### config.mk
export PLATFORM = sky130hd
export DESIGN_NAME = skst_cell
export DESIGN_NICKNAME = d
export VERILOG_FILES = /design/src/rtl/skst_pkg.sv /design/src/rtl/skst_cell.sv
export SDC_FILE = /design/constraint.sdc
export NUM_CORES = 1
export LEC_CHECK = 0
export CAP_MARGIN = 20
export CORE_MARGIN = 10
export CORE_UTILIZATION = 61
export DETAILED_ROUTE_END_ITERATION = 7
export DONT_BUFFER_PORTS = 1
export GPL_ROUTABILITY_DRIVEN = 0
export MAX_ROUTING_LAYER = met4
export PLACE_DENSITY = 0.77
export REMOVE_ABC_BUFFERS = 1
export SKIP_CTS_REPAIR_TIMING = 1
export SYNTH_ARGS = -nofsm -noshare
export SYNTH_HDL_FRONTEND = slang
export SYNTH_SLANG_ARGS = --single-unit
### constraint.sdc
create_clock -name clk -period 4 [get_ports clk]
set_input_delay 0.6 -clock clk [delete_from_list [all_inputs] [get_ports clk]]
set_output_delay 0.6 -clock clk [all_outputs]
set_load 0.005 [all_outputs]
### src/rtl/skst_pkg.sv
`timescale 1ns / 1ps

package skst_pkg;

	localparam int CAPACITY_DEF = 64;
	localparam int KEY_BITS_DEF = 32;
	localparam int KEY_IN_W     = 32;
	localparam int CMD_W        = 2;

	// command codes; the unused code behaves as a lookup
	localparam logic [CMD_W-1:0] CMD_LOOKUP     = 2'd0;
	localparam logic [CMD_W-1:0] CMD_INS_ABSENT = 2'd1;
	localparam logic [CMD_W-1:0] CMD_INS_ALWAYS = 2'd2;

	typedef enum logic [0:0] {
		ST_IDLE,
		ST_SEARCH
	} skst_state_t;

	// per-cell update control
	typedef struct packed {
		logic shift;
		logic load;
	} skst_cell_ctl_t;

	// per-cell compare result, broadcast key against held entry
	typedef struct packed {
		logic lt;
		logic eq;
	} skst_flag_t;

endpackage

### src/rtl/skst_cell.sv
`timescale 1ns / 1ps

module skst_cell #(
	parameter int KEY_BITS = skst_pkg::KEY_BITS_DEF
) (
	input  logic                    clk,
	input  logic                    arst_n,
	input  logic                    key_signed,
	input  logic                    sample,
	input  logic [KEY_BITS-1:0]     probe_key,
	input  logic [KEY_BITS-1:0]     new_key,
	input  logic [KEY_BITS-1:0]     left_key,
	input  skst_pkg::skst_cell_ctl_t ctl,
	output logic [KEY_BITS-1:0]     entry,
	output skst_pkg::skst_flag_t    flag
);

	logic [KEY_BITS-1:0]  entry_q;
	logic [KEY_BITS-1:0]  kv;
	logic [KEY_BITS-1:0]  ev;
	skst_pkg::skst_flag_t flag_q;

	// signed order: flip the sign bit, then compare unsigned
	always_comb begin
		kv = probe_key;
		ev = entry_q;
		kv[KEY_BITS-1] = probe_key[KEY_BITS-1] ^ key_signed;
		ev[KEY_BITS-1] = entry_q[KEY_BITS-1] ^ key_signed;
	end

	// entry contents need no reset
	always_ff @(posedge clk) begin
		if (ctl.load) begin
			entry_q <= new_key;
		end else if (ctl.shift) begin
			entry_q <= left_key;
		end
	end

	always_ff @(posedge clk or negedge arst_n) begin
		if (!arst_n) begin
			flag_q <= '0;
		end else if (sample) begin
			flag_q.lt <= (kv < ev);
			flag_q.eq <= (kv == ev);
		end
	end

	assign entry = entry_q;
	assign flag  = flag_q;

endmodule

==> metrics.md, run 1 <==
| Metric | Value |
|---|---|
| Status | finished, final reports clean |
| Reg clk slew, reported paths | 0.07 ns |
| Yosys top cell area share | 0.429 |
| Initial Util | 0.650 |
| Setup crit start | entry[7]$_DFFE_PP_ |
| Aggregate global-route resource usage | 0.169 |
| Hold Crit Class | input pin to flip-flop |
| Most common cell after layout, fill and taps aside | inv_1 |
| Vias in the first global route | 1642 |
| Global-route wire length before repair | 8.09 mm |
| 1st-pass router iterations | 4 |
| Final WL | 5.44 mm |
| Detail Placement HPWL | 4.68 mm |
| Share of cells above drive strength 1 | 0.210 |
| R2R Path Start | entry[7]$_DFFE_PP_ |
| Antenna Cells | 0 |
| Max VDD drop | 289 uV |
| Area grow syn2layout | 6.26% |
| Die footprint | 6490 um2 |
| Routed Antenna Nets | 0 |
| Max clock buf depth | 2 |
| PD cells | 371 nW/um2 |
| Yosys warning count | 0 |
| Tcrit/Tclk final | 0.450 |
| Clk root buf | clkbuf_8 |
| P_leak | 1.06 nW |
| 1st-iter DRT viols | 60 |
| Largest net degree at the start of global routing | 34 |
| Num CTS Buffers | 5 |
| Max-Slew Margin vs Limit | 0.504 |
| Routed wire per std cell | 22.1 um |
| Register area share after synthesis | 0.452 |
| Vias per cell | 5.84 |
| Final Power | 0.883 mW |
| TritonCTS clock tree | built |
| Clock skew | 0.00652 ns |
| WP data required | 4.20 ns |
| Number of antenna violations at the first check in global routing | 0 |
| Setup violations, final | 0 |
| Die height | 80.6 um |
| Hold violation count in the final report | 0 |
| Highest-count cells in the layout ignoring fill and taps | inv_1, mux2_2, ha_1, edfxtp_1, a21oi_1 |
| Max Slew Vio Count | 0 |
| Setup tns final | 0 ns |
| Syn Area/Cell | 11.5 um2 |
| H-tree depth | 2 |
| Final net count | 333 |
| Synthesis-stage register bit count | 34 |
| CP Max Fanout | 2 |
| MaxCap Viol Count | 0 |
| Most area-consuming cells after synthesis | edfxtp_1, ha_1, mux2_2, inv_1, a21oi_1 |
| Area leader, netlist | edfxtp_1 |
| DRC | 0 |
| CP endpoint kind | flip-flop |
| Worst-margin pin slew | 0.744 ns |
| Core area | 3440 um2 |
| RSZ-0062 raised after global routing | false |
| CP startpoint kind | flip-flop |
| Die width | 80.6 um |
| Final Critical Period | 1.80 ns |
| Detailed-route via count | 1436 |
| Latest clock arrival within the worst-skew pair | 0.28 ns |
| I/O Buffers | 0 |
| Worst min-delay path startpoint | sample |
| Class of the most critical setup path | flip-flop to flip-flop |
| Total I/O pin count | 136 |
| Arrival time at the worst endpoint | 2.00 ns |
| Row cnt | 21 |
| Clock sink total | 34 |
| Synth Cell Area | 2240 um2 |
| Global route total overflow | 0 |
| F_max | 0.556 GHz |
| Count of cell types in the netlist | 27 |
| Synth Instances | 195 |
==> worst max-delay path: stages (launching register included) <==
cell,delay (ns)
edfxtp_1,0.44
inv_1,0.08
ha_1,0.23
a21oi_1,0.14
o21ai_0,0.10
a221o_1,0.33
a211o_1,0.24
a211oi_2,0.17
==> report_power, final <==
part	internal (mW)	total, mW	switching (mW)
Clock	0.139	0.256	0.117
Sequential	0.437	0.471	0.0340
Combinational	0.0790	0.156	0.0768
==> metrics by stage <==
stage / hold slack [ns] / std cells / setup WS [ns] / utilization / area (um2)
final: 0.424 / 246 / 2.20 / 0.691 / 2380
after global routing: 0.405 / 246 / 2.03 / 0.691 / 2380
after CTS: -0.000405 / 245 / 2.20 / 0.688 / 2370
after detailed placement: 0.305 / 237 / 2.04 / 0.662 / 2280
after global placement: 0.305 / 237 / 2.06 / 0.662 / 2280
after floorplan: 0.304 / 191 / 2.11 / - / 2220
==> state kept, by name, indices dropped and copies added (netlist names) <==
| register | cells |
|---|---|
| entry | 32 |
| flag | 2 |
==> synth_stat cells <==
| cell | instances |
|---|---|
| xor2_1 | 1 |
| o21ai_0 | 4 |
| mux2_2 | 32 |
| or2_2 | 1 |
| a221o_1 | 1 |
| clkbuf_1 | 1 |
| nand2_1 | 13 |
| nor4_1 | 2 |
| a21o_1 | 1 |
| dfrtp_1 | 2 |
| nand3_1 | 5 |
| nand4_1 | 4 |
| nor3_1 | 1 |
| nand2b_1 | 1 |
| a211o_1 | 1 |
| a211oi_2 | 1 |
| ha_1 | 32 |
| inv_1 | 34 |
| a221oi_1 | 1 |
| nor2_1 | 4 |
| a21oi_1 | 14 |
| xnor2_1 | 1 |
| edfxtp_1 | 32 |
| a21oi_2 | 1 |
| nor2b_1 | 1 |
| buf_2 | 3 |
| o22ai_1 | 1 |
==> cell type report <==
class	instances	area [um2]
Tap cell	46	57.6
Multi-Input combinational cell	123	1080
Clock inverter	1	5.00
Timing Repair Buffer	1	10.0
Inverter	34	128
Fill cell	260	1060
Sequential cell	34	1010
Clock buffer	7	86.3
==> logic make-up (layout without fill, tap and decap cells) <==
family                     count (synthesis)  in the layout  share of synthesized area
DFF                                       34             34                      0.452
AOI/OAI and AO/OA                         25             25                     0.0682
xor gates and xnor gates                   2              2                    0.00783
buffers and inverters                     38             43                     0.0654
and+or+nand+nor                           32             32                     0.0671
muxes                                     32             32                      0.161
adders and majority gates                 32             32                      0.179
==> final timing paths <==
kind | cells after the start | endpoint | slack, ns
max reg2reg | 7 | flag[1]$_DFFE_PN0P_ | 2.20
min in group asynchronous | 1 | flag[1]$_DFFE_PN0P_ | 0.56
min reg2reg | 2 | flag[0]$_DFFE_PN0P_ | 0.58
max in group asynchronous | 1 | flag[0]$_DFFE_PN0P_ | 3.31
min | 1 | flag[0]$_DFFE_PN0P_ | 0.42
max | 7 | flag[1]$_DFFE_PN0P_ | 2.20
==> metal layers <==
| metal | share of wire | track usage | up-vias | wire length [um] |
|---|---|---|---|---|
| li1 | - | - | 702 | - |
| met3 | 0.13 | 0.0991 | 2 | 705 |
| met2 | 0.50 | 0.286 | 81 | 2720 |
| met1 | 0.37 | 0.166 | 651 | 2000 |
| met4 | 0.0039 | 0.0317 | 0 | 21 |
| met5 | 0 | - | - | 0 |
Note: power is estimated with default switching activity, not from simulation.
==> run 2, diff against run 1 <==
--- a/config.mk
+++ b/config.mk
@@ -7,12 +7,12 @@
 export LEC_CHECK = 0
 export CAP_MARGIN = 20
 export CORE_MARGIN = 10
-export CORE_UTILIZATION = 61
+export CORE_UTILIZATION = 57
 export DETAILED_ROUTE_END_ITERATION = 7
 export DONT_BUFFER_PORTS = 1
 export GPL_ROUTABILITY_DRIVEN = 0
 export MAX_ROUTING_LAYER = met4
-export PLACE_DENSITY = 0.77
+export PLACE_DENSITY = 0.75
 export REMOVE_ABC_BUFFERS = 1
 export SKIP_CTS_REPAIR_TIMING = 1
 export SYNTH_ARGS = -nofsm -noshare
==> constraint.sdc (replaced) <==
create_clock -name clk -period 1.6 [get_ports clk]
set_input_delay 0.24 -clock clk [delete_from_list [all_inputs] [get_ports clk]]
set_output_delay 0.24 -clock clk [all_outputs]
set_load 0.005 [all_outputs]
==> run 2 against run 1 <==
The run now ends with setup timing left. Clock power grew to 2.5 times the previous value. Worst setup slack worse by 2.4 ns. Final cell count rose by 15%. Die area increased by 5.3%. Register-to-register slack got worse by 2.4 ns. Critical path depth stayed put. Non-clock buffer count is 35 higher. Core utilization increased by 4.5 points.
==> metrics.md, run 2 (synthesis gave the netlist of run 1 again) <==
| Metric | Value |
|---|---|
| PD cells | 879 nW/um2 (+140%) |
| DRC | 0 (unchanged) |
| Largest net degree at the start of global routing | 34 (unchanged) |
| Final Critical Period | 1.79 ns (-0.00605 ns) |
| Die footprint | 6830 um2 (+5.3%) |
| CP startpoint kind | flip-flop |
| Clk root buf | clkbuf_8 |
| Max clock buf depth | 2 (unchanged) |
| CP Max Fanout | 3 (+1) |
| Max Slew Vio Count | 0 (unchanged) |
| F_max | 0.557 GHz (+0.34%) |
| TritonCTS clock tree | built |
| Routed wire per std cell | 21.7 um (-1.8%) |
| Clock skew | 0.00322 ns (-0.00329 ns) |
| Failing checks | setup timing |
| RSZ-0062 raised after global routing | true |
| R2R Path Start | entry[14]$_DFFE_PP_ |
| Global-route wire length before repair | 8.68 mm (+7.3%) |
| Reg clk slew, reported paths | 0.07 ns (about the same) |
| Most common cell after layout, fill and taps aside | buf_4 |
| Worst-margin pin slew | 0.758 ns (+0.0138 ns) |
| Detail Placement HPWL | 5.11 mm (+9.3%) |
| Number of antenna violations at the first check in global routing | 0 (unchanged) |
| Hold violation count in the final report | 0 (unchanged) |
| Antenna Cells | 0 (unchanged) |
| MaxCap Viol Count | 0 (unchanged) |
| Clock sink total | 34 (unchanged) |
| Global route total overflow | 0 (unchanged) |
| Latest clock arrival within the worst-skew pair | 0.27 ns (about the same) |
| Setup crit start | entry[14]$_DFFE_PP_ |
| Die height | 82.7 um (+2.6%) |
| 1st-pass router iterations | 4 (unchanged) |
| Vias in the first global route | 1824 (+11%) |
| P_leak | 1.23 nW (+16%) |
| Max reg flops | 32 (unchanged) |
| Post-Place Cells | 273 (+15%) |
| Max VDD drop | 717 uV (+150%) |
| Aggregate global-route resource usage | 0.173 (+0.00347) |
| Class of the most critical setup path | flip-flop to flip-flop |
| Final net count | 368 (+11%) |
| 1st-iter DRT viols | 64 (+6.7%) |
| Die width | 82.7 um (+2.6%) |
| Share of cells above drive strength 1 | 0.387 (+0.177) |
| Highest-count cells in the layout ignoring fill and taps | buf_4, mux2_2, edfxtp_1 |
| Detailed-route via count | 1588 (+11%) |
| Vias per cell | 5.61 (-3.9%) |
| Area grow syn2layout | 22.2% |
| Min setup slack post-route | -0.194 ns (-2.39 ns) |
| Hold Crit Class | input pin to flip-flop |
| Arrival time at the worst endpoint | 1.99 ns (about the same) |
| Routed Antenna Nets | 0 (unchanged) |
| Total I/O pin count | 136 (unchanged) |
| Max-Slew Margin vs Limit | 0.495 (-0.00918) |
| Row cnt | 22 (+4.8%) |
| CP endpoint kind | flip-flop |
| Setup violations, final | 1 (+1) |
| Fin util | 0.736 (+0.0453) |
| I/O Buffers | 0 (unchanged) |
| Initial Util | 0.602 (-0.0480) |
| Setup slack at placement | -0.166 ns (-2.21 ns) |
| H-tree depth | 2 (unchanged) |
| Fill count | 273 (+5.0%) |
| Tcrit/Tclk final | 1.12 (+0.671) |
| Num CTS Buffers | 5 (unchanged) |
| Core area | 3720 um2 (+8.0%) |
| WP data required | 1.79 ns (-2.41 ns) |
| Status | finished, violations left |
| Fin cells | 283 (+15%) |
| Worst min-delay path startpoint | sample |
| Final WL | 6.15 mm (+13%) |
==> run 2: cell types whose count changed in the layout (fill, tap and decap cells not counted), sizes merged <==
cell / previous run / this run
buf: 0 / 35
==> run 2: critical path, cell delays in order, from the launching register on <==
cell	delay (ns)
edfxtp_1	0.43
inv_2	0.09
ha_4	0.20
a21oi_2	0.13
nand2_1	0.07
a221o_1	0.34
a211o_1	0.24
a211oi_2	0.21
==> run 2: worst paths after layout <==
path | slack (ns) | to | cells after the start
worst min-delay path | 0.06 | flag[0]$_DFFE_PN0P_ | 1
worst max-delay path | -0.19 | flag[1]$_DFFE_PN0P_ | 7
min in group asynchronous | 0.21 | flag[1]$_DFFE_PN0P_ | 1
worst min register to register | 0.59 | flag[0]$_DFFE_PN0P_ | 2
max in group asynchronous | 1.25 | flag[0]$_DFFE_PN0P_ | 1
worst max register to register | -0.19 | flag[1]$_DFFE_PN0P_ | 7
==> run 2: area by class of cell <==
class,instances,area [um2],share of cell area
Tap cell,48,60.1,0.0219
Multi-Input combinational cell,123,1170,0.429
Inverter,34,128,0.0466
Clock buffer,7,86.3,0.0316
Timing Repair Buffer,36,273,0.0997
Clock inverter,1,5.00,0.00183
Sequential cell,34,1010,0.369
==> run 2: stage by stage <==
step                area (um2)  setup TNS [ns]  power, mW  hold WS, ns
finish                    2740          -0.194       2.40       0.0625
floorplan                 2220         -0.0736       1.48      -0.0556
global route              2740          -0.336       2.55       0.0501
global placement          2530         -0.0998       1.69      -0.0554
detailed placement        2530          -0.166       1.73      -0.0554
CTS                       2630          -0.180       2.38       -0.355
==> run 2: power by group <==
part           switching (mW)  total [mW]  leakage, nW  internal, mW
Sequential             0.0592        1.15        0.352          1.09
Clock                   0.297       0.644       0.0482         0.347
Combinational           0.270       0.610        0.829         0.340
Total                   0.627        2.40         1.23          1.78
==> run 2: layer usage <==
layer	part of all wire	GRT usage
met4	0.011	0.0452
met1	0.35	0.169
met3	0.12	0.0680
met5	0	-
met2	0.52	0.312
