==> config.mk <==
export PLATFORM = sky130hd
export DESIGN_NAME = skst_search
export DESIGN_NICKNAME = d
export VERILOG_FILES = /design/src/rtl/skst_pkg.sv /design/src/rtl/skst_search.sv
export SDC_FILE = /design/constraint.sdc
export NUM_CORES = 1
export LEC_CHECK = 0
export BUFFER_PORTS_ARGS = -buffer_cell sky130_fd_sc_hd__buf_2
export CAP_MARGIN = 20
export CORE_ASPECT_RATIO = 2
export CORE_MARGIN = 8
export CORE_UTILIZATION = 44
export CTS_BUF_LIST = sky130_fd_sc_hd__clkbuf_4 sky130_fd_sc_hd__clkbuf_8
export CTS_CLUSTER_SIZE = 24
export DETAILED_ROUTE_END_ITERATION = 10
export PLACE_DENSITY = 0.8
export SYNTH_ARGS = -nofsm -noshare
export SYNTH_HDL_FRONTEND = slang
export SYNTH_SLANG_ARGS = --single-unit
==> constraint.sdc <==
create_clock -name clk -period 4.8 [get_ports clk]
set_input_delay 0.96 -clock clk [delete_from_list [all_inputs] [get_ports clk]]
set_output_delay 0.96 -clock clk [all_outputs]
set_load 0.005 [all_outputs]
==> src/rtl/skst_pkg.sv <==
`timescale 1ns / 1ps

package skst_pkg;

	localparam int CAPACITY_DEF = 64;
	localparam int KEY_BITS_DEF = 32;
	localparam int KEY_IN_W     = 32;
	localparam int CMD_W        = 2;

	// command codes; the unused code behaves as a lookup
	localparam logic [CMD_W-1:0] CMD_LOOKUP     = 2'd0;
	localparam logic [CMD_W-1:0] CMD_INS_ABSENT = 2'd1;
	localparam logic [CMD_W-1:0] CMD_INS_ALWAYS = 2'd2;

	typedef enum logic [0:0] {
		ST_IDLE,
		ST_SEARCH
	} skst_state_t;

	// per-cell update control
	typedef struct packed {
		logic shift;
		logic load;
	} skst_cell_ctl_t;

	// per-cell compare result, broadcast key against held entry
	typedef struct packed {
		logic lt;
		logic eq;
	} skst_flag_t;

endpackage

==> src/rtl/skst_search.sv <==
`timescale 1ns / 1ps

module skst_search #(
	parameter int CAPACITY = skst_pkg::CAPACITY_DEF,
	parameter int KEY_BITS = skst_pkg::KEY_BITS_DEF,
	localparam int CNT_W   = $clog2(CAPACITY + 1),
	localparam int IDX_W   = $clog2(CAPACITY)
) (
	input  logic                       clk,
	input  logic                       arst_n,
	input  logic                       in_valid,
	output logic                       in_ready,
	input  logic [skst_pkg::CMD_W-1:0] in_cmd,
	input  logic [KEY_BITS-1:0]        in_key,
	input  logic [CAPACITY-1:0]        lt_vec,
	input  logic [CAPACITY-1:0]        eq_vec,
	output logic                       ins_en,
	output logic [IDX_W-1:0]           ins_pos,
	output logic [KEY_BITS-1:0]        ins_key,
	output logic                       out_valid,
	input  logic                       out_ready,
	output logic [CNT_W-1:0]           out_position,
	output logic                       out_found,
	output logic                       out_inserted,
	output logic                       out_full_res,
	output logic [CNT_W-1:0]           out_entry_total
);

	skst_pkg::skst_state_t       state_q, state_d;
	logic [CNT_W-1:0]            lo_q, lo_d, hi_q, hi_d, count_q, count_d;
	logic [skst_pkg::CMD_W-1:0]  cmd_q;
	logic [KEY_BITS-1:0]         key_q;
	logic                        out_valid_q, out_valid_d;
	logic [CNT_W-1:0]            pos_q, total_q;
	logic                        found_q, ins_q, full_q;

	logic [CNT_W-1:0] diff, mid, pos;
	logic [IDX_W-1:0] mid_idx;
	logic             open, hit, done, want, full, ins, commit;

	always_comb begin
		diff    = hi_q - lo_q;
		mid     = lo_q + (diff >> 1);
		mid_idx = mid[IDX_W-1:0];
		open    = (lo_q < hi_q);
		hit     = open && eq_vec[mid_idx];
		done    = !open || hit;
		pos     = hit ? mid : lo_q;
		want    = (cmd_q == skst_pkg::CMD_INS_ALWAYS) ||
		          ((cmd_q == skst_pkg::CMD_INS_ABSENT) && !hit);
		full    = want && (count_q >= CNT_W'(CAPACITY));
		ins     = want && !full;
	end

	always_comb begin
		state_d     = state_q;
		lo_d        = lo_q;
		hi_d        = hi_q;
		count_d     = count_q;
		out_valid_d = out_valid_q && !out_ready;
		in_ready    = 1'b0;
		commit      = 1'b0;
		unique case (state_q)
			skst_pkg::ST_IDLE: begin
				in_ready = 1'b1;
				if (in_valid) begin
					lo_d    = '0;
					hi_d    = count_q;
					state_d = skst_pkg::ST_SEARCH;
				end
			end
			skst_pkg::ST_SEARCH: begin
				if (done) begin
					// hold the result until the output register is free
					if (!out_valid_q || out_ready) begin
						commit      = 1'b1;
						out_valid_d = 1'b1;
						count_d     = count_q + CNT_W'(ins);
						state_d     = skst_pkg::ST_IDLE;
					end
				end else if (lt_vec[mid_idx]) begin
					hi_d = mid;
				end else begin
					lo_d = mid + CNT_W'(1);
				end
			end
			default: state_d = skst_pkg::ST_IDLE;
		endcase
	end

	always_ff @(posedge clk or negedge arst_n) begin
		if (!arst_n) begin
			state_q     <= skst_pkg::ST_IDLE;
			count_q     <= '0;
			out_valid_q <= 1'b0;
			lo_q        <= '0;
			hi_q        <= '0;
		end else begin
			state_q     <= state_d;
			count_q     <= count_d;
			out_valid_q <= out_valid_d;
			lo_q        <= lo_d;
			hi_q        <= hi_d;
		end
	end

	always_ff @(posedge clk) begin
		if (in_valid && in_ready) begin
			cmd_q <= in_cmd;
			key_q <= in_key;
		end
		if (commit) begin
			pos_q   <= pos;
			found_q <= hit;
			ins_q   <= ins;
			full_q  <= full;
			total_q <= count_d;
		end
	end

	assign ins_en          = commit && ins;
	assign ins_pos         = pos[IDX_W-1:0];
	assign ins_key         = key_q;
	assign out_valid       = out_valid_q;
	assign out_position    = pos_q;
	assign out_found       = found_q;
	assign out_inserted    = ins_q;
	assign out_full_res    = full_q;
	assign out_entry_total = total_q;

	a_count_bound: assert property (@(posedge clk) disable iff (!arst_n)
		count_q <= CNT_W'(CAPACITY))
		else $error("entry count above capacity");

	a_ins_room: assert property (@(posedge clk) disable iff (!arst_n)
		ins_en |-> (count_q < CNT_W'(CAPACITY)) && (pos <= count_q))
		else $error("insert without room or past the count");

	a_ins_count: assert property (@(posedge clk) disable iff (!arst_n)
		ins_en |=> count_q == $past(count_q) + CNT_W'(1))
		else $error("count not bumped by insert");

	a_window: assert property (@(posedge clk) disable iff (!arst_n)
		(state_q == skst_pkg::ST_SEARCH) |-> (lo_q <= hi_q) && (hi_q <= count_q))
		else $error("search window out of order");

	a_hold_idle: assert property (@(posedge clk) disable iff (!arst_n)
		(!ins_en && state_q == skst_pkg::ST_IDLE) |=> count_q == $past(count_q))
		else $error("count moved without an insert");

endmodule

==> results of run 1 <==
layer usage:
metal  up-vias  track usage [%]
met2       217             33.9
li1       1791                -
met3        21             5.39
met5         -                0
met1      1780             17.7
met4         0             8.30
critical path, cell delays in order (launching register included):
cell,delay (ps)
dfrtp_1,380
inv_2,70
ha_4,130
inv_2,30
fa_1,450
ha_2,210
fa_2,410
xor2_4,240
clkbuf_16,190
mux4_1,530
o21ai_0,110
o211ai_2,140
nand2_1,110
o211a_4,210
buf_4,130
mux2_4,310
buf_6,120
what timing repair did:
item,in CTS,in global routing
cloned,0,2
setup buffers,4,5
setup endpoints to repair,12,17
pin swaps,4,7
resized for setup,14,33
worst min-delay path by stage:
stage | from | to | slack [ps] | depth (start not counted)
floorplan | count_q[5] | count_q[5] | 480 | 1
global placement | hi_q[2] | hi_q[2] | 520 | 1
detailed placement | hi_q[2] | hi_q[2] | 520 | 1
CTS | hi_q[0] | hi_q[0] | 550 | 2
global route | hi_q[2] | hi_q[2] | 560 | 1
finish | out_valid | out_valid | 540 | 2
final cells by class:
cell class,instances,area (um^2),share of cell area [%]
Timing Repair Buffer,265,1540,23.4
Inverter,14,52.6,0.797
Clock buffer,9,124,1.88
Tap cell,137,171,2.60
Sequential cell,74,2110,31.9
Multi-Input combinational cell,224,2490,37.7
Clock inverter,7,108,1.63
registers in the layout, indices dropped and copies added, names as in the netlist, 2 cells and up:
register         flops
cmd_q                2
out_entry_total      7
out_position         7
count_q              7
ins_key             32
hi_q                 7
lo_q                 7
cell usage after synthesis (all sizes together) (2+ instances only):
cell | number | area share [%]
edfxtp | 51 | 33
mux2i | 36 | 7.7
mux4 | 28 | 14
dfrtp | 23 | 12
nand2 | 18 | 1.5
buf | 17 | 3.2
ha | 17 | 4.6
mux2 | 17 | 4.8
xnor2 | 15 | 2.8
inv | 14 | 1.1
nor2 | 13 | 1.0
o21ai | 11 | 1.2
nand3 | 10 | 1.2
a21oi | 7 | 0.99
nor3 | 7 | 0.75
o211ai | 6 | 1.5
nand4 | 4 | 0.67
xor2 | 4 | 1.2
a21o | 3 | 0.48
and4 | 3 | 0.62
clkbuf | 3 | 0.24
nand2b | 3 | 0.40
o21a | 3 | 0.48
a21boi | 2 | 0.32
a31oi | 2 | 0.27
fa | 2 | 0.86
nor2b | 2 | 0.27
metrics by stage:
step	cells	TNS (ps)
floorplan	332	0
detailed placement	702	-362
global placement	702	-16.1
global route	730	-3320
CTS	722	-1480
finish	730	-1740
kinds of logic (layout without fill, tap and decap cells):
family	after synthesis	after routing	share of synthesized area (%)
adders and majority gates	19	19	5.43
AOI/OAI and AO/OA	38	38	5.99
and+or+nand+nor	67	67	8.06
DFF	74	74	45.3
buffers and inverters	34	295	4.57
xor gates and xnor gates	19	19	3.98
muxes	81	81	26.7
==> impl_metrics.yaml, run 1 <==
run_status:
  outcome: "complete, but fails checks"
  violations: "negative setup slack"
die:
  design.core.area_um2: 10400
  die-area_um2: 14300
  die_w_um: 88.7
  num_rows: 53
  ios: 224
  die_h_um: 161
  initial_core_util_pct: 44.7
timing:
  hold_violations: 0
  finalHoldWorstSlack_ps: 537
  maxSlewHeadroom_pct: 63.3
  rsz0062_at_grt: "true"
  setup_violations: 7
  period_needed_ps: 5090
  fmax_mhz: 196
  clock_skew_ps: 11.6
  fin_ws_ps: -293
  slew_viol_final: 0
  tightest_slew_ps: 547
  min_period_over_period_pct: 106
grt:
  grt_max_degree: 35
  overflow: 0
  grt_usage_pct: 18.4
  antenna_found_initial: 0
  grt_pass1_wl_um: 20000
  grt_pass1_vias: 4138
layout:
  final_common_cell: "buf_2"
  final_cell_mix: "buf_2 (221), edfxtp_1 (51), mux2i_1 (36), buf_4 (34), dfrtp_1 (23)"
  diodes: 0
  synthToLayoutAreaGrowth_pct: 41.7
  fin_nets: 773
  fill_cells: 806
  design_area_um2: 6600
  drive_gt1_share_pct: 59.9
  post-route-util_pct: 63.3
critical_path:
  crit_fanout: 6
  crit_required_ps: 3840
  cp-start-kind: "flip-flop"
  crit_end: "ins_pos[0]"
  crit_path_end_kind: "primary output"
  r2r-start: "hi_q[0]"
  worst-r2r-setup-slack_ps: 90
  r2r_cells: 21
  crit_arrival_ps: 4130
  worstSetupPathType: "flip-flop to primary output"
  critPathLaunch: "hi_q[0]"
  timing.rr.end: "out_entry_total[6]"
synth:
  netlist-cell-type-count: 49
  synth_flop_cell: "edfxtp_1"
  ys_ff_latch: 74
  synthCells: 332
  synth_edf_count: 51
  async_flop_share_pct: 31.1
  ys_warn_count: 0
  syn-num-nets: 517
  synthesis.area_um2: 4650
  avgSynthCellArea_um2: 14.0
  ys_seq_area_share_pct: 45.3
clock_network:
  clk_path_buf_depth: 2
  htreeDepth: 3
  insertion_delay_ps: 360
  path_clk_slew_ps: 80
  postCtsHoldBufs: 0
  cts_root_buf: "clkbuf_8"
  clock_sinks: 74
  numCtsBuffers: 9
  cts_tree: "built"
detailed_routing:
  drc: 0
  wl_met3_um: 1320
  wl_met1_um: 4650
  wire_per_inst_um: 18.6
  num_vias: 3809
  drt-pass1-iter-count: 4
  avgViaCountPerCell: 5.22
  wl_met2_um: 7310
  drt_iter0_drc: 155
  top_layer_used: "met4"
  wl_um: 13600
  antenna_left: 0
placed_design:
  hpwl_um: 11100
  place_congestion: 0.923
  pre_cts_slack_ps: -75.5
  portBuffers: 223
  postPlaceCellArea_um2: 6030
run:
  maxCapViolations: 0
hold_path:
  min_path_type: "flip-flop to flip-flop"
Power of run 1 is left out: the tool's default activity adds up to more than one toggle a clock period on the data nets, which glitch-free logic cannot reach.
==> run 2: changes to the inputs <==
--- a/config.mk
+++ b/config.mk
@@ -5,6 +5,7 @@
 export SDC_FILE = /design/constraint.sdc
 export NUM_CORES = 1
 export LEC_CHECK = 0
+export ABC_CLOCK_PERIOD_IN_PS = 4800
 export BUFFER_PORTS_ARGS = -buffer_cell sky130_fd_sc_hd__buf_2
 export CAP_MARGIN = 20
 export CORE_ASPECT_RATIO = 2
==> constraint.sdc (replaced) <==
create_clock -name clk -period 4.8 [get_ports clk]
set_input_delay 0.72 -clock clk [delete_from_list [all_inputs] [get_ports clk]]
set_output_delay 0.72 -clock clk [all_outputs]
set_load 0.005 [all_outputs]
==> run 2 against run 1 <==
The run still ends with negative setup slack left; non-clock buffer count is 12 lower; final area is 3.1% lower; flip-flop and latch count stayed put; routed wire length is 0.74% lower; count of clock-buffer cells in the layout is 3 higher; critical path depth stayed put; global-route usage is 0.13 points lower; worst hold slack worse by 200 ps; largest cell class unchanged.
==> impl_metrics.yaml, run 2 (synthesized netlist as in run 1, its figures left out) <==
die:
  num_rows: 53
  die_h_um: 161
  die-area_um2: 14300
  die_w_um: 88.7
  design.core.area_um2: 10400
  initial_core_util_pct: 44.7
  ios: 224
critical_path:
  crit_path_end_kind: "primary output"
  r2r_cells: 20
  crit_arrival_ps: 4090
  critPathLaunch: "hi_q[0]"
  worst-r2r-setup-slack_ps: 110
  cp-start-kind: "flip-flop"
  crit_fanout: 7
  worstSetupPathType: "flip-flop to primary output"
  r2r-start: "hi_q[0]"
  timing.rr.end: "out_entry_total[6]"
  crit_end: "ins_en"
  crit_required_ps: 4080
clock_network:
  cts_tree: "built"
  clock_sinks: 74
  cts_root_buf: "clkbuf_8"
  path_clk_slew_ps: 80
  clk_path_buf_depth: 2
  postCtsHoldBufs: 0
  insertion_delay_ps: 340
  numCtsBuffers: 9
  htreeDepth: 3
detailed_routing:
  num_vias: 3781
  drt_iter0_drc: 201
  drc: 0
  wire_per_inst_um: 18.8
  drt-pass1-iter-count: 4
  wl_um: 13500
  antenna_left: 0
  avgViaCountPerCell: 5.27
grt:
  met3_usage_pct: 4.78
  overflow: 0
  grt_pass1_vias: 4121
  gr-usage-met2_pct: 33.5
  antenna_found_initial: 0
  grt_pass1_wl_um: 20100
  grt_use_met1_pct: 18.2
  grt_max_degree: 35
  global_route.peak_usage_layer: "met2"
  grt_usage_pct: 18.3
timing:
  period_needed_ps: 4810
  clock_skew_ps: 16.0
  fmax_mhz: 208
  fin_ws_ps: -8.89
  slew_viol_final: 0
  tightest_slew_ps: 665
  rsz0062_at_grt: "true"
  maxSlewHeadroom_pct: 55.4
  setup_violations: 1
  min_period_over_period_pct: 100
  hold_violations: 0
layout:
  largest_reg_flops: 32
  drive_gt1_share_pct: 59.0
  fin_nets: 761
  synthToLayoutAreaGrowth_pct: 37.3
  design_area_um2: 6390
  final_cell_mix: "buf_2 (222), edfxtp_1 (51), mux2i_1 (36), buf_4 (26)"
  diodes: 0
  final_common_cell: "buf_2"
placed_design:
  hpwl_um: 10800
  place_congestion: 0.894
  portBuffers: 223
  postPlaceCellArea_um2: 5970
run_status:
  violations: "negative setup slack"
  outcome: "complete, but fails checks"
run:
  maxCapViolations: 0
hold_path:
  min_path_type: "primary input to async pin"
==> run 2: cell types whose count changed in the layout (fill, tap and decap cells not counted), moves of 3 or more <==
| cell | change |
|---|---|
| buf_6 | -3 |
| nand2_1 | +3 |
| o21ai_2 | +3 |
| buf_4 | -8 |
==> run 2: worst min path at each step <==
stage,from,endpoint,slack (ps),depth (start not counted)
floorplan,arst_n,count_q[0],420,0
global placement,hi_q[0],hi_q[0],530,2
detailed placement,hi_q[0],hi_q[0],540,2
CTS,arst_n,count_q[1],340,1
global route,arst_n,count_q[4],360,1
finish,arst_n,count_q[2],340,1
==> run 2: area by class of cell <==
cell class | instances | area, um^2
Inverter | 14 | 52.6
Timing Repair Buffer | 253 | 1410
Clock inverter | 4 | 52.6
Tap cell | 137 | 171
Multi-Input combinational cell | 224 | 2450
Fill cell | 836 | 4020
Sequential cell | 74 | 2110
Clock buffer | 12 | 153
==> run 2: repair_timing <==
| item | CTS | global route |
|---|---|---|
| resized for setup | 16 | 25 |
| gates cloned | 0 | 1 |
| endpoints found under the setup margin | 7 | 15 |
| pin swaps | 3 | 11 |
| hold endpoints to repair | 0 | 0 |
| setup buffers | 2 | 3 |
==> run 2: worst max-delay path: stages (launching register included) <==
cell,delay [ps]
dfrtp_1,380
inv_2,70
ha_4,130
inv_2,30
fa_1,440
ha_2,220
fa_2,440
xor2_4,230
clkbuf_16,190
mux4_2,270
mux2_2,290
o211ai_2,160
nand2_1,90
o211a_4,280
o21a_1,220
nor3b_2,150
buf_2,140
==> run 2: per-stage QoR <==
stage / TNS, ps / cells / setup WS (ps) / hold WS, ps / util (%)
after floorplan: 0 / 332 / 125 / 424 / -
after global placement: 0 / 695 / 147 / 533 / 57.3
after detailed placement: 0 / 695 / 24.6 / 540 / 57.3
after CTS: -54.4 / 713 / -21.6 / 344 / 59.8
after global routing: -910 / 718 / -189 / 359 / 61.4
final: -8.89 / 718 / -8.89 / 340 / 61.4
==> run 2: metal layers <==
metal,share of wire (%),vias to the layer above
met3,9.4,21
met5,0,-
li1,-,1760
met2,53,211
met1,35,1789
met4,2.5,0
Power of run 2 is left out for the same reason.
==> run 3: changes to the inputs <==
--- a/config.mk
+++ b/config.mk
@@ -5,16 +5,16 @@
 export SDC_FILE = /design/constraint.sdc
 export NUM_CORES = 1
 export LEC_CHECK = 0
-export ABC_CLOCK_PERIOD_IN_PS = 4800
+export ABC_CLOCK_PERIOD_IN_PS = 6000
 export BUFFER_PORTS_ARGS = -buffer_cell sky130_fd_sc_hd__buf_2
 export CAP_MARGIN = 20
 export CORE_ASPECT_RATIO = 2
 export CORE_MARGIN = 8
-export CORE_UTILIZATION = 44
+export CORE_UTILIZATION = 50
 export CTS_BUF_LIST = sky130_fd_sc_hd__clkbuf_4 sky130_fd_sc_hd__clkbuf_8
 export CTS_CLUSTER_SIZE = 24
 export DETAILED_ROUTE_END_ITERATION = 10
-export PLACE_DENSITY = 0.8
+export PLACE_DENSITY = 0.86
 export SYNTH_ARGS = -nofsm -noshare
 export SYNTH_HDL_FRONTEND = slang
 export SYNTH_SLANG_ARGS = --single-unit
==> constraint.sdc (replaced) <==
create_clock -name clk -period 6 [get_ports clk]
set_input_delay 0.9 -clock clk [delete_from_list [all_inputs] [get_ports clk]]
set_output_delay 0.9 -clock clk [all_outputs]
set_load 0.005 [all_outputs]
==> run 3 against run 2 <==
The run now ends clean; register-to-register slack improved by 550 ps; worst setup slack improved by 400 ps; via count fell by 2.1%; worst hold slack improved by 190 ps; count of clock-buffer cells in the layout fell by 3; clock skew fell by 10 ps; final area fell by 6.3%; first-iteration DRC count fell by 22%; cell count fell by 7.8%; critical path depth fell by 3; critical path type unchanged; critical endpoint is now ins_pos[0]; core utilization rose by 3.7 points.
==> impl_metrics.yaml, run 3 (synthesized netlist as in run 1, its figures left out) <==
run_status:
  outcome: "complete, no violations"
layout:
  diodes: 0
  finalNonFillerCells: 662
  fill_cells: 734
  fin_nets: 738
  final_common_cell: "buf_2"
  synthToLayoutAreaGrowth_pct: 28.6
  largest_reg_flops: 32
  final_cell_mix: "buf_2 (223), edfxtp_1 (51), mux2i_1 (36), dfrtp_1 (23), mux4_2 (20)"
  drive_gt1_share_pct: 52.7
critical_path:
  crit_end: "ins_pos[0]"
  timing.rr.end: "out_entry_total[6]"
  r2r_cells: 18
  r2r-start: "lo_q[0]"
  crit_path_end_kind: "primary output"
  critPathLaunch: "lo_q[0]"
  crit_arrival_ps: 4710
  worstSetupPathType: "flip-flop to primary output"
  cp-start-kind: "flip-flop"
  crit_fanout: 15
  worst-r2r-setup-slack_ps: 660
  crit_required_ps: 5100
clock_network:
  cts_root_buf: "clkbuf_8"
  insertion_delay_ps: 340
  clock_sinks: 74
  htreeDepth: 3
  path_clk_slew_ps: 80
  postCtsHoldBufs: 0
  numCtsBuffers: 9
  clk_path_buf_depth: 2
  cts_tree: "built"
grt:
  grt_pass1_vias: 4057
  global_route.peak_usage_layer: "met2"
  gr-usage-met2_pct: 36.1
  grt_use_met1_pct: 22.4
  grt_usage_pct: 20.2
  met3_usage_pct: 6.05
  antenna_found_initial: 0
  overflow: 0
  grt_max_degree: 35
  grt_pass1_wl_um: 20900
die:
  ios: 224
  die_h_um: 152
  num_rows: 50
  design.core.area_um2: 9200
  initial_core_util_pct: 50.6
  die-area_um2: 12800
  die_w_um: 84.2
placed_design:
  place_congestion: 0.932
  portBuffers: 223
  pre_cts_slack_ps: 736
  hpwl_um: 10700
  dp_cells: 646
power_and_ir_drop:
  powerDensity_nw_per_um2: 814
  ir_drop_mv: 0.632
  leakage_uw: 0.00277
detailed_routing:
  drt_iter0_drc: 156
  drt-pass1-iter-count: 4
  drc: 0
  wire_per_inst_um: 20.0
  avgViaCountPerCell: 5.59
  num_vias: 3701
  wl_um: 13200
  antenna_left: 0
timing:
  finalSetupTns_ps: 0
  hold_violations: 0
  slew_viol_final: 0
  period_needed_ps: 5610
  fin_ws_ps: 387
  finalHoldWorstSlack_ps: 530
  fmax_mhz: 178
  clock_skew_ps: 5.61
  maxSlewHeadroom_pct: 51.4
  setup_violations: 0
  rsz0062_at_grt: "false"
  min_period_over_period_pct: 93.5
  tightest_slew_ps: 729
run:
  maxCapViolations: 0
hold_path:
  min_path_type: "primary input to async pin"
[run 3: cell count changes in the layout (fill, tap and decap cells not counted), moves of 3 or more]
cell / change
buf_4: -19
o21ai_0: +8
o21ai_2: -5
ha_1: +3
inv_1: +3
inv_2: -3
[run 3: worst min-delay path by stage]
stage                      end        from  slack (ps)
finish                 lo_q[3]      arst_n         530
global route           hi_q[2]     hi_q[2]         550
CTS                    lo_q[4]      arst_n         530
detailed placement     hi_q[6]     hi_q[6]         520
global placement       hi_q[6]     hi_q[6]         510
floorplan           count_q[5]  count_q[5]         480
[run 3: metal layers]
| metal | vias up | share of wire, % | wire length (um) |
|---|---|---|---|
| li1 | 1715 | - | - |
| met5 | - | 0 | 0 |
| met3 | 12 | 6.8 | 896 |
| met2 | 157 | 55 | 7230 |
| met1 | 1817 | 37 | 4930 |
| met4 | 0 | 1.3 | 172 |
[run 3: repair_timing]
item | CTS | global route
resized for setup | 0 | 1
buffers inserted | 0 | 0
endpoints found under the setup margin | 0 | 1
[run 3: layout make-up]
type / count / area, um^2 / area share [%]
multi-input combinational: 224 / 2340 / 39.0
sequential: 74 / 2110 / 35.2
timing repair buffer: 230 / 1170 / 19.5
tap: 104 / 130 / 2.17
clock buffer: 9 / 124 / 2.07
clock inverter: 7 / 67.6 / 1.13
inverter: 14 / 52.6 / 0.878
[run 3: where the power goes]
group	internal [uW]	leakage, uW	total [uW]	switching (uW)
logic	1700	0.00190	3600	1910
registers	810	0.000780	898	87.7
clock network	191	0.0000947	377	187
[run 3: metrics by stage]
| stage | cell area [um^2] | total power, uW | utilization (%) |
|---|---|---|---|
| final | 5990 | 4880 | 65.1 |
| after global routing | 5990 | 5240 | 65.1 |
| after CTS | 5990 | 4910 | 65.1 |
| after detailed placement | 5800 | 4520 | 63.0 |
| after global placement | 5800 | 4450 | 63.0 |
| after floorplan | 4650 | 3850 | - |
[run 3: worst max-delay path, stage by stage, from the launching register on]
cell and delay (ps):
dfrtp_1 430, ha_1 220, inv_1 70, fa_1 430
ha_2 200, fa_1 490, xor2_4 490, mux4_1 650
o21ai_0 100, o211ai_1 160, nand3_1 140, o211a_1 440
mux2_2 410, buf_2 130
Power figures use the tool's default switching activity.
